$ cat config.mk
export PLATFORM = sky130hd
export DESIGN_NAME = hamming_sec_encode_check
export DESIGN_NICKNAME = d
export VERILOG_FILES = /design/src/rtl/hsec_pkg.sv /design/src/rtl/hsec_syndrome.sv /design/src/rtl/hamming_sec_encode_check.sv
export VERILOG_INCLUDE_DIRS = /design/src /design/src/rtl
export SDC_FILE = /design/constraint.sdc
export NUM_CORES = 1
export LEC_CHECK = 0
export BUFFER_PORTS_ARGS = -buffer_cell sky130_fd_sc_hd__buf_2
export CORE_MARGIN = 4
export CORE_UTILIZATION = 56
export CTS_CLUSTER_DIAMETER = 40
export DETAILED_ROUTE_END_ITERATION = 8
export PLACE_DENSITY_LB_ADDON = 0.15
export SLEW_MARGIN = 15
export SYNTH_ARGS = -nofsm -noshare
export SYNTH_HDL_FRONTEND = slang
export SYNTH_SLANG_ARGS = --single-unit
$ cat constraint.sdc
create_clock -name clk -period 2.25 [get_ports clk]
set_input_delay 0.1125 -clock clk [delete_from_list [all_inputs] [get_ports clk]]
set_output_delay 0.1125 -clock clk [all_outputs]
set_load 0.02 [all_outputs]
$ cat src/rtl/assert_macros.svh
// Assertion macros used by the RTL top level of the Hamming encoder and checker.
`ifndef ASSERT_MACROS_SVH
`define ASSERT_MACROS_SVH

// Same-cycle implication, checked on every rising edge outside reset.
`define ASSERT_IMPLIES(label, ante, cons) \
    label: assert property (@(posedge clk) disable iff (!rst_n) (ante) |-> (cons)) \
        else $error("hsec assertion failed");

// Next-cycle implication, checked on every rising edge outside reset.
`define ASSERT_NEXT(label, ante, cons) \
    label: assert property (@(posedge clk) disable iff (!rst_n) (ante) |=> (cons)) \
        else $error("hsec assertion failed");

`endif

$ cat src/rtl/hsec_pkg.sv
// Package of the Hamming encoder and checker: codes, widths and code layout functions.
package hsec_pkg;

    localparam int MAX_CODE_BITS   = 64;
    localparam int WORD_W          = 64;
    localparam int CFG_W           = 6;
    localparam int SYN_W           = 7;
    localparam int DATA_BITS_RESET = 4;

    localparam logic KIND_ENCODE = 1'b0;
    localparam logic KIND_CHECK  = 1'b1;

    // Least k with 2^k >= n + k + 1, for n from 1 up to 120.
    function automatic logic [2:0] parity_count(input logic [6:0] n);
        logic [2:0] k;
        k = 3'd7;
        for (int j = 6; j >= 1; j--)
        begin
            if ((8'd1 << j) >= (8'(n) + 8'(j) + 8'd1))
            begin
                k = 3'(j);
            end
        end
        return k;
    endfunction

    // Largest data width whose codeword fits in max_code positions.
    function automatic int max_data_bits(input int max_code);
        int best;
        best = 1;
        for (int n = 1; n < (1 << CFG_W); n++)
        begin
            if (n + int'(parity_count(7'(n))) <= max_code)
            begin
                best = n;
            end
        end
        return best;
    endfunction

    function automatic int code_length(input int n);
        return n + int'(parity_count(7'(n)));
    endfunction

    function automatic bit is_pow2(input int p);
        return (p != 0) && ((p & (p - 1)) == 0);
    endfunction

    // Data bit carried at codeword position p (p not a power of two).
    function automatic int data_index(input int p);
        int pows;
        pows = 0;
        for (int j = 0; j < SYN_W; j++)
        begin
            if ((1 << j) <= p)
            begin
                pows++;
            end
        end
        return p - 1 - pows;
    endfunction

    // Word bits whose position has syndrome bit j set.
    function automatic logic [WORD_W-1:0] syndrome_select(input int j);
        logic [WORD_W-1:0] sel;
        sel = '0;
        for (int p = 1; p <= WORD_W; p++)
        begin
            sel[p-1] = ((p >> j) & 1) != 0;
        end
        return sel;
    endfunction

endpackage

$ cat src/rtl/hsec_syndrome.sv
// Syndrome of a codeword: XOR of the positions of all set bits, as parallel XOR trees.
module hsec_syndrome #(
    parameter int MAX_CODE_BITS = hsec_pkg::MAX_CODE_BITS
) (
    input  logic [MAX_CODE_BITS-1:0]     cw,
    output logic [hsec_pkg::SYN_W-1:0]   syn
);

    for (genvar j = 0; j < hsec_pkg::SYN_W; j++)
    begin : g_bit
        localparam logic [hsec_pkg::WORD_W-1:0] SEL = hsec_pkg::syndrome_select(j);
        assign syn[j] = ^(cw & SEL[MAX_CODE_BITS-1:0]);
    end

endmodule

$ cat src/rtl/hamming_sec_encode_check.sv
// Top level of the Hamming single-error-correcting encoder and checker, three-stage pipeline.
//
// One item enters per clock cycle and busy never rises, so start may be held high
// continuously. Each result is on the result ports for exactly one cycle, marked by strobe:
// stage one scatters or masks the word, stage two forms the syndrome, stage three fills in
// parity or flips the named bit. The receiver cannot stall, and results leave in the order
// items came in. A write to data_bits sets the code layout for items taken from the next
// cycle on; the derived codeword length is registered at the write, so the write should
// happen with no item in flight. Reset selects four data bits, a seven-bit codeword.
`include "assert_macros.svh"

module hamming_sec_encode_check #(
    parameter int MAX_CODE_BITS = hsec_pkg::MAX_CODE_BITS
) (
    input  logic                          clk,
    input  logic                          rst_n,
    input  logic                          cfg_write_en,
    input  logic [hsec_pkg::CFG_W-1:0]    cfg_write_data,
    input  logic                          start,
    output logic                          busy,
    input  logic                          kind,
    input  logic [hsec_pkg::WORD_W-1:0]   word,
    output logic                          strobe,
    output logic [hsec_pkg::WORD_W-1:0]   codeword,
    output logic [hsec_pkg::SYN_W-1:0]    error_position,
    output logic                          error_found,
    output logic                          uncorrectable
);

    localparam int W     = MAX_CODE_BITS;
    localparam int SYN_W = hsec_pkg::SYN_W;
    localparam int MAX_N = hsec_pkg::max_data_bits(W);
    localparam int RESET_N =
        (hsec_pkg::DATA_BITS_RESET > MAX_N) ? MAX_N : hsec_pkg::DATA_BITS_RESET;
    localparam logic [SYN_W-1:0] RESET_TOTAL = SYN_W'(hsec_pkg::code_length(RESET_N));

    // ---------------- configuration ----------------
    logic [SYN_W-1:0] total_reg, total_next;
    logic [SYN_W-1:0] cfg_n;
    logic [W-1:0]     len_mask;

    always_comb
    begin
        cfg_n = SYN_W'(cfg_write_data);
        if (cfg_n == '0)
        begin
            cfg_n = SYN_W'(1);
        end
        if (cfg_n > SYN_W'(MAX_N))
        begin
            cfg_n = SYN_W'(MAX_N);
        end
        total_next = total_reg;
        if (cfg_write_en)
        begin
            total_next = cfg_n + SYN_W'(hsec_pkg::parity_count(cfg_n));
        end
    end

    always_ff @(posedge clk or negedge rst_n)
    begin
        if (!rst_n)
        begin
            total_reg <= RESET_TOTAL;
        end
        else
        begin
            total_reg <= total_next;
        end
    end

    always_comb
    begin
        for (int i = 0; i < W; i++)
        begin
            len_mask[i] = SYN_W'(i) < total_reg;
        end
    end

    assign busy = 1'b0;

    // ---------------- stage 1: scatter or mask ----------------
    logic [W-1:0] scatter;
    logic         s1_valid_reg;
    logic         s1_kind_reg;
    logic [W-1:0] s1_cw_reg, s1_cw_next;

    for (genvar p = 1; p <= W; p++)
    begin : g_scatter
        if (hsec_pkg::is_pow2(p))
        begin : g_par
            assign scatter[p-1] = 1'b0;
        end
        else
        begin : g_dat
            assign scatter[p-1] = word[hsec_pkg::data_index(p)];
        end
    end

    always_comb
    begin
        if (kind == hsec_pkg::KIND_CHECK)
        begin
            s1_cw_next = word[W-1:0] & len_mask;
        end
        else
        begin
            // Data bits beyond n land beyond the length and drop out here.
            s1_cw_next = scatter & len_mask;
        end
    end

    always_ff @(posedge clk or negedge rst_n)
    begin
        if (!rst_n)
        begin
            s1_valid_reg <= 1'b0;
        end
        else
        begin
            s1_valid_reg <= start && !busy;
        end
    end

    always_ff @(posedge clk)
    begin
        s1_kind_reg <= kind;
        s1_cw_reg   <= s1_cw_next;
    end

    // ---------------- stage 2: syndrome ----------------
    logic [SYN_W-1:0] s2_syn_next;
    logic             s2_valid_reg;
    logic             s2_kind_reg;
    logic [W-1:0]     s2_cw_reg;
    logic [SYN_W-1:0] s2_syn_reg;

    hsec_syndrome #(
        .MAX_CODE_BITS (W)
    ) u_syndrome (
        .cw  (s1_cw_reg),
        .syn (s2_syn_next)
    );

    always_ff @(posedge clk or negedge rst_n)
    begin
        if (!rst_n)
        begin
            s2_valid_reg <= 1'b0;
        end
        else
        begin
            s2_valid_reg <= s1_valid_reg;
        end
    end

    always_ff @(posedge clk)
    begin
        s2_kind_reg <= s1_kind_reg;
        s2_cw_reg   <= s1_cw_reg;
        s2_syn_reg  <= s2_syn_next;
    end

    // ---------------- stage 3: parity fill or correction ----------------
    logic [W-1:0]     parity_bits;
    logic [W-1:0]     flip_bits;
    logic [W-1:0]     out_cw_next;
    logic             syn_nonzero;
    logic             syn_in_range;
    logic             strobe_reg;
    logic [W-1:0]     codeword_reg;
    logic [SYN_W-1:0] error_position_reg, error_position_next;
    logic             error_found_reg, error_found_next;
    logic             uncorrectable_reg, uncorrectable_next;

    always_comb
    begin
        parity_bits = '0;
        for (int j = 0; j < SYN_W; j++)
        begin
            if ((1 << j) <= W)
            begin
                parity_bits[(1 << j) - 1] = s2_syn_reg[j];
            end
        end
        for (int i = 0; i < W; i++)
        begin
            flip_bits[i] = s2_syn_reg == SYN_W'(i + 1);
        end
        syn_nonzero  = s2_syn_reg != '0;
        syn_in_range = s2_syn_reg <= total_reg;

        if (s2_kind_reg == hsec_pkg::KIND_CHECK)
        begin
            // Drop a flip that points past the codeword length; the word passes unchanged.
            out_cw_next         = s2_cw_reg ^ (flip_bits & len_mask);
            error_position_next = s2_syn_reg;
            error_found_next    = syn_nonzero;
            uncorrectable_next  = syn_nonzero && !syn_in_range;
        end
        else
        begin
            out_cw_next         = s2_cw_reg | parity_bits;
            error_position_next = '0;
            error_found_next    = 1'b0;
            uncorrectable_next  = 1'b0;
        end
    end

    always_ff @(posedge clk or negedge rst_n)
    begin
        if (!rst_n)
        begin
            strobe_reg <= 1'b0;
        end
        else
        begin
            strobe_reg <= s2_valid_reg;
        end
    end

    always_ff @(posedge clk)
    begin
        codeword_reg       <= out_cw_next;
        error_position_reg <= error_position_next;
        error_found_reg    <= error_found_next;
        uncorrectable_reg  <= uncorrectable_next;
    end

    assign strobe         = strobe_reg;
    assign codeword       = hsec_pkg::WORD_W'(codeword_reg);
    assign error_position = error_position_reg;
    assign error_found    = error_found_reg;
    assign uncorrectable  = uncorrectable_reg;

    // ---------------- assertions ----------------
    `ASSERT_NEXT(a_item_reaches_output, s2_valid_reg, strobe)
    `ASSERT_IMPLIES(a_unc_has_error, strobe && uncorrectable, error_found)
    `ASSERT_IMPLIES(a_clean_no_position, strobe && !error_found, error_position == '0)
    `ASSERT_IMPLIES(a_fixed_in_range, strobe && error_found && !uncorrectable,
                    error_position <= total_reg)
    `ASSERT_IMPLIES(a_no_bits_past_length, strobe, (codeword_reg & ~len_mask) == '0)

endmodule

== Word level (Yosys, flattened, before mapping) ==
Index checks and enable logic that the tools add are counted.

* Input bits: 75
* Word-level logic and storage cells: 189
* Output and inout bits: 75
* Flip-flop bits (word level): 220

* Reductions and logical operators: 11
* Equal/unequal tests: 64
* $add $sub $neg: 13
* Bitwise logic cells: 5
* Muxes and demuxes: 11
* Order comparisons: 72

{| class="wikitable"
|+ Operators by type and width
! kind !! number
|-
| 64-bit parity || 7
|-
| 7-bit by 6-bit == test with 1-bit output, second input constant || 32
|-
| 6-bit by 7-bit less-than comparator with 1-bit output, first input constant || 32
|-
| 64-bit AND || 2
|-
| 64-bit 2-to-1 mux || 2
|-
| 7-bit by 5-bit == test with 1-bit output, second input constant || 16
|-
| 5-bit by 7-bit less-than comparator with 1-bit output, first input constant || 16
|-
| 63-bit by 64-bit AND with 64-bit output || 1
|-
| 64-bit bitwise OR || 1
|-
| 64-bit XOR || 1
|-
| 7-bit by 4-bit == test with 1-bit output, second input constant || 8
|-
| 4-bit by 7-bit less-than comparator with 1-bit output, first input constant || 8
|-
| 8-bit by 1-bit adder with 8-bit output, second input constant || 6
|-
| 7-bit by 3-bit == test with 1-bit output, second input constant || 4
|-
| 3-bit by 7-bit less-than comparator with 1-bit output, first input constant || 4
|-
| 7-bit by 3-bit adder with 8-bit output, second input constant || 3
|-
| 7-bit by 2-bit adder with 8-bit output, second input constant || 2
|-
| 7-bit by 2-bit == test with 1-bit output, second input constant || 2
|-
| 1-bit by 7-bit less-than comparator with 1-bit output, first input constant || 2
|-
| 2-bit by 7-bit less-than comparator with 1-bit output, first input constant || 2
|-
| 3-bit 2-to-1 mux || 4
|-
| 6-bit 2-to-1 mux || 2
|-
| 7-bit by 1-bit adder with 8-bit output, second input constant || 1
|-
| 2-bit by 8-bit greater-or-equal comparator with 1-bit output, first input constant || 1
|-
| other kinds (16) || 17
|}

== Depth between registers and ports, before layout ==
* Word-level depth: 15
* Mapped depth: 18
* Mapped depth without buffers: 17

== Modules after synthesis ==
From an unflattened synthesis, not the netlist that was laid out.

* Cell total of the unflattened synthesis: 894
* Area total of the unflattened synthesis: 9371.5 µm²

{| class="wikitable"
|+ By module, submodules not included
! module !! cells an instance !! times used !! seq. area each (µm²) !! area each (µm²)
|-
| hamming_sec_encode_check || 800 || 1 || 4458.0 || 8231.6
|-
| hsec_syndrome || 94 || 1 || 0.0 || 1139.8
|}

== Worst setup path after synthesis ==
No wires, ideal clock.

* Path type: input to register
* From: input port cfg_write_data[4] in the netlist's numbering
* To: register total_reg[4]
* Path buffers: 1
* Library setup time: 136 ps
* Setup slack: -1116 ps
* Stages on the path: 18
* Data required time: 2114 ps
* Arrival: 3230 ps
* Cells stage by stage: clkbuf_8 nand3_1 and2_1 inv_1 ha_1 xor2_1 and3_1 a311oi_1 a21oi_1 a41o_2 a211oi_1 o21bai_1 ha_1 fa_1 a21o_1 nand2_1 xor2_1 a21oi_1

* Longest elaborated chain between the ends: 15
* Elaborated cells between the ends (all ways): 30
* Classes of those cells: add/sub: 13; order compare: 7; mux: 9; reduce/logical: 1

{| class="wikitable"
|+ Ends and longest elaborated chain
! element !! RTL line !! source
|-
| start: declaration || hamming_sec_encode_check.sv:18 || <nowiki>input logic [hsec_pkg::CFG_W-1:0] cfg_write_data,</nowiki>
|-
| 6-bit logical NOT || hamming_sec_encode_check.sv:45 || <nowiki>if (cfg_n == '0)</nowiki>
|-
| 6-bit 2-to-1 mux (*) || hamming_sec_encode_check.sv:45 ||
|-
| 7-bit by 6-bit > comparator with 1-bit output || hamming_sec_encode_check.sv:49 || <nowiki>if (cfg_n > SYN_W'(MAX_N))</nowiki>
|-
| 6-bit 2-to-1 mux (*) || hamming_sec_encode_check.sv:49 ||
|-
| 7-bit by 3-bit adder with 8-bit output || hsec_pkg.sv:19 || <nowiki>if ((8'd1 << j) >= (8'(n) + 8'(j) + 8'd1))</nowiki>
|-
| 8-bit by 1-bit adder with 8-bit output || hsec_pkg.sv:19 ||
|-
| 7-bit by 8-bit greater-or-equal comparator with 1-bit output || hsec_pkg.sv:19 ||
|-
| 1-bit 2-to-1 mux || hsec_pkg.sv:19 ||
|-
| 2-bit 2-to-1 mux (2 in series) || hsec_pkg.sv:19 ||
|-
| 3-bit 2-to-1 mux (3 in series) || hsec_pkg.sv:19 ||
|-
| 3-bit 2-to-1 mux || hamming_sec_encode_check.sv:54 || <nowiki>if (cfg_write_en)</nowiki>
|-
| 7-bit by 3-bit adder with 7-bit output (*) || hamming_sec_encode_check.sv:56 || <nowiki>total_next = cfg_n + SYN_W'(hsec_pkg::parity_count(cfg_n));</nowiki>
|-
| end signal: assignment || hamming_sec_encode_check.sv:68 || <nowiki>total_reg <= total_next;</nowiki>
|-
| end: declaration || hamming_sec_encode_check.sv:38 || <nowiki>logic [SYN_W-1:0] total_reg, total_next;</nowiki>
|}

Every way passes the cells marked *; elsewhere a longest branch is shown, timed or not. The select of a mux whose other input is x is not followed.
A chain may end at the register's enable or synchronous reset.

== Worst setup path after layout ==
* From: input port cfg_write_data[5] in the netlist's numbering
* To: register total_reg[4]

The elaborated chain is that of the path after synthesis.

==> metrics.txt <==
Final WS setup -0.167 ns; CP arrival between 2 and 3 ns; TritonCTS Buffers 26; min Tclk post-route 2.42 ns; post-synthesis register bit count approximately 220; Initial Util 0.570; H-tree level count 1; post-detail-place hpwl ~21 mm; Seq/Total Area, Yosys 0.492; CORE AREA about 16000 sq um; largest net degree at the start of global routing 34; hold slack -0.106 ns; crit path kind input pin to register; Die W ~130 um; clk sink count about 220; Routed WL 31.3 mm; vias in the first global route roughly 8.2k; drt via density roughly 5.8; async set-reset flop share out of synthesis 0.0457; fin. max-slew vios 0; share of the synthesized area in the top cell type 0.464; CTS tree yes; Top Ports 150; placer congestion estimate 0.939; CP Max Fanout 4; CP Capture Type register; fmax around 410 MHz; endpoint with the worst hold slack total_reg[2]; Leak Pwr roughly 5.6 nW; P&R area growth vs syn 38.2%; drt first-iter violations approximately 1.1k; CTS Root Cell clkbuf_16; Synth Instances roughly 890; Mean Syn Cell Area around 10 sq um; failing checks hold timing, setup timing; DIE HEIGHT roughly 130 um; Filler Cell Count 1001; max-cap viol count 0; Critical Path RT between 2 and 3 ns; period utilisation layout 1.07; first drt pass iteration count 6; DRC Markers 0; slowest CP cell fa_2; worst-path cell chain buf_6, nand3_4, nand2_2, inv_2, ha_1, and3_1, a311oi_1, a21oi_1, a41o_2, a211oi_2, o21bai_1, ha_2, fa_2, a21o_1, nand2_2, xor2_1, a21oi_1; final net count approximately 1.3k; reg-to-reg slack, setup -0.07 ns; initial antenna violation count 1; EDFF count, synth 0; DP Worst Slack -0.732 ns; clock buffer depth 3; clock latency at the later pin of the worst-skew pair approximately 0.54 ns; number of library cell types mapped by synthesis 58; clk_skew about 0.019 ns; clk slew on worst S/H paths ~0.060 ns; reg-to-reg startpoint total_reg[6]; IO buf count approximately 150; Hold WC Path Type input pin to register; Worst Reg-to-Reg Cells 5; syn nets 988; slew at the pin closest to its max-slew limit between 0.7 and 0.8 ns; Max IR drop VDD a little under 800 uV; Die Area ~18000 sq um; Post-synth top cells 209 x dfxtp_1, 118 x xnor2_1, 83 x nor2_1; Power Density about 1200 nW/um^2; global route overflow 0; Area contributors post-synth dfxtp_1 46%, xnor2_1 11%, mux2i_1 6.7%; Synth area leader dfxtp_1; fraction of layout cells with a size suffix above 1 0.254; Hold Vio Cnt, Final 7; count leader, synth dfxtp_1; first-pass GRT wire length ~47 mm; footprint of the multi-input gates around 4400 sq um; register area about 4400 sq um; worst rel slew slack 0.516; Antenna Nets Post-Route 0; Top FF cell, synth dfxtp_1; hold path cells 2; hold path startpoint cfg_write_en; r2r endpoint s1_cw_reg[45]; vias about 8.3k; final setup fails 6; Synth Cell Area roughly 9000 sq um; outcome finished with violations; Total GRT Usage 0.335; CP startpoint kind input pin; RSZ-0062 raised after global routing true; CP peak stage delay 0.35 ns; drt wl/cell between 20 and 25 um; count of warnings emitted by yosys 0; site row count 46
## worst max path at each step
stage                       from           end  slack (ns)  cells after the start
4_1_cts        cfg_write_data[5]  total_reg[5]       -0.15                     18
2_1_floorplan  cfg_write_data[4]  total_reg[4]       -0.64                     18
3_3_place_gp   cfg_write_data[5]  total_reg[4]       -0.69                     18
3_5_place_dp   cfg_write_data[5]  total_reg[5]       -0.73                     19
5_1_grt        cfg_write_data[5]  total_reg[5]       -0.32                     19
6_report       cfg_write_data[5]  total_reg[4]       -0.17                     17
## cells by family after synthesis
group / synth area share
other: 0.000415
XOR/XNOR: 0.175
AO/OA/AOI/OAI: 0.0701
AND/OR/NAND/NOR: 0.138
adder cells (fa/ha/maj): 0.0272
multiplexers: 0.0690
flip-flops: 0.492
buffers and inverters: 0.0290
## stage by stage
stage / instances / TNS (ns) / total power [mW] / util / instance area (sq um)
global route: 1443 / -1.29 / 15.6 / 0.788 / 12500
finish: 1444 / -0.530 / 15.1 / 0.788 / 12500
global placement: 1301 / -3.64 / 10.0 / 0.664 / 10500
floorplan: 894 / -3.22 / 8.42 / - / 9120
CTS: 1441 / -0.393 / 14.7 / 0.785 / 12400
detailed placement: 1301 / -3.88 / 10.1 / 0.664 / 10500
## placed cells by master (no fill, tap or decap), types with 7 or more instances in the layout
cell	count
nand2_1	41
dfxtp_1	209
mux2i_1	60
dlygate4sd3_1	90
buf_2	144
nor3_1	68
a211oi_1	7
a21oi_1	42
o211ai_1	7
clkbuf_16	26
nor2_1	81
o21ai_0	10
xor2_1	62
buf_4	79
ha_1	13
inv_1	13
dfrtp_1	7
xnor2_1	118
nand3_1	16
## area by class of cell
| class | count | area share |
|---|---|---|
| Antenna cell | 1 | 0.000201 |
| Clock buffer | 33 | 0.0583 |
| Clock inverter | 15 | 0.0190 |
| Inverter | 18 | 0.00582 |
| Multi-Input combinational cell | 622 | 0.355 |
| Sequential cell | 219 | 0.356 |
| Tap cell | 216 | 0.0217 |
| Timing Repair Buffer | 320 | 0.185 |
## worst max-delay path: cells and delay by family
kind	cells	cell delay (ns)
compound gates	7	1.07
xor+xnor	1	0.13
fa+ha+maj	3	0.85
buf+inv	2	0.17
simple gates	4	0.49
## repair_timing
action,4_1_cts,5_1_grt
setup endpoints to repair,5,11
hold buffers,89,1
cloned,0,0
setup buffers,3,1
gates resized for setup,9,7
pin swaps,7,2
hold endpoints to repair,78,7
## power by group
group / switching, mW / internal (mW)
Clock: 1.76 / 2.80
Sequential: 0.518 / 4.60
Combinational: 3.09 / 2.32
Total: 5.37 / 9.72
## layer usage
layer	wire (um)	vias up	GRT usage
li1	-	3668	-
met5	6	-	0
met4	2020	2	0.177
met3	3530	197	0.0823
met1	11800	3850	0.429
met2	13900	611	0.526
No activity file was read; power rests on OpenSTA's default activity.
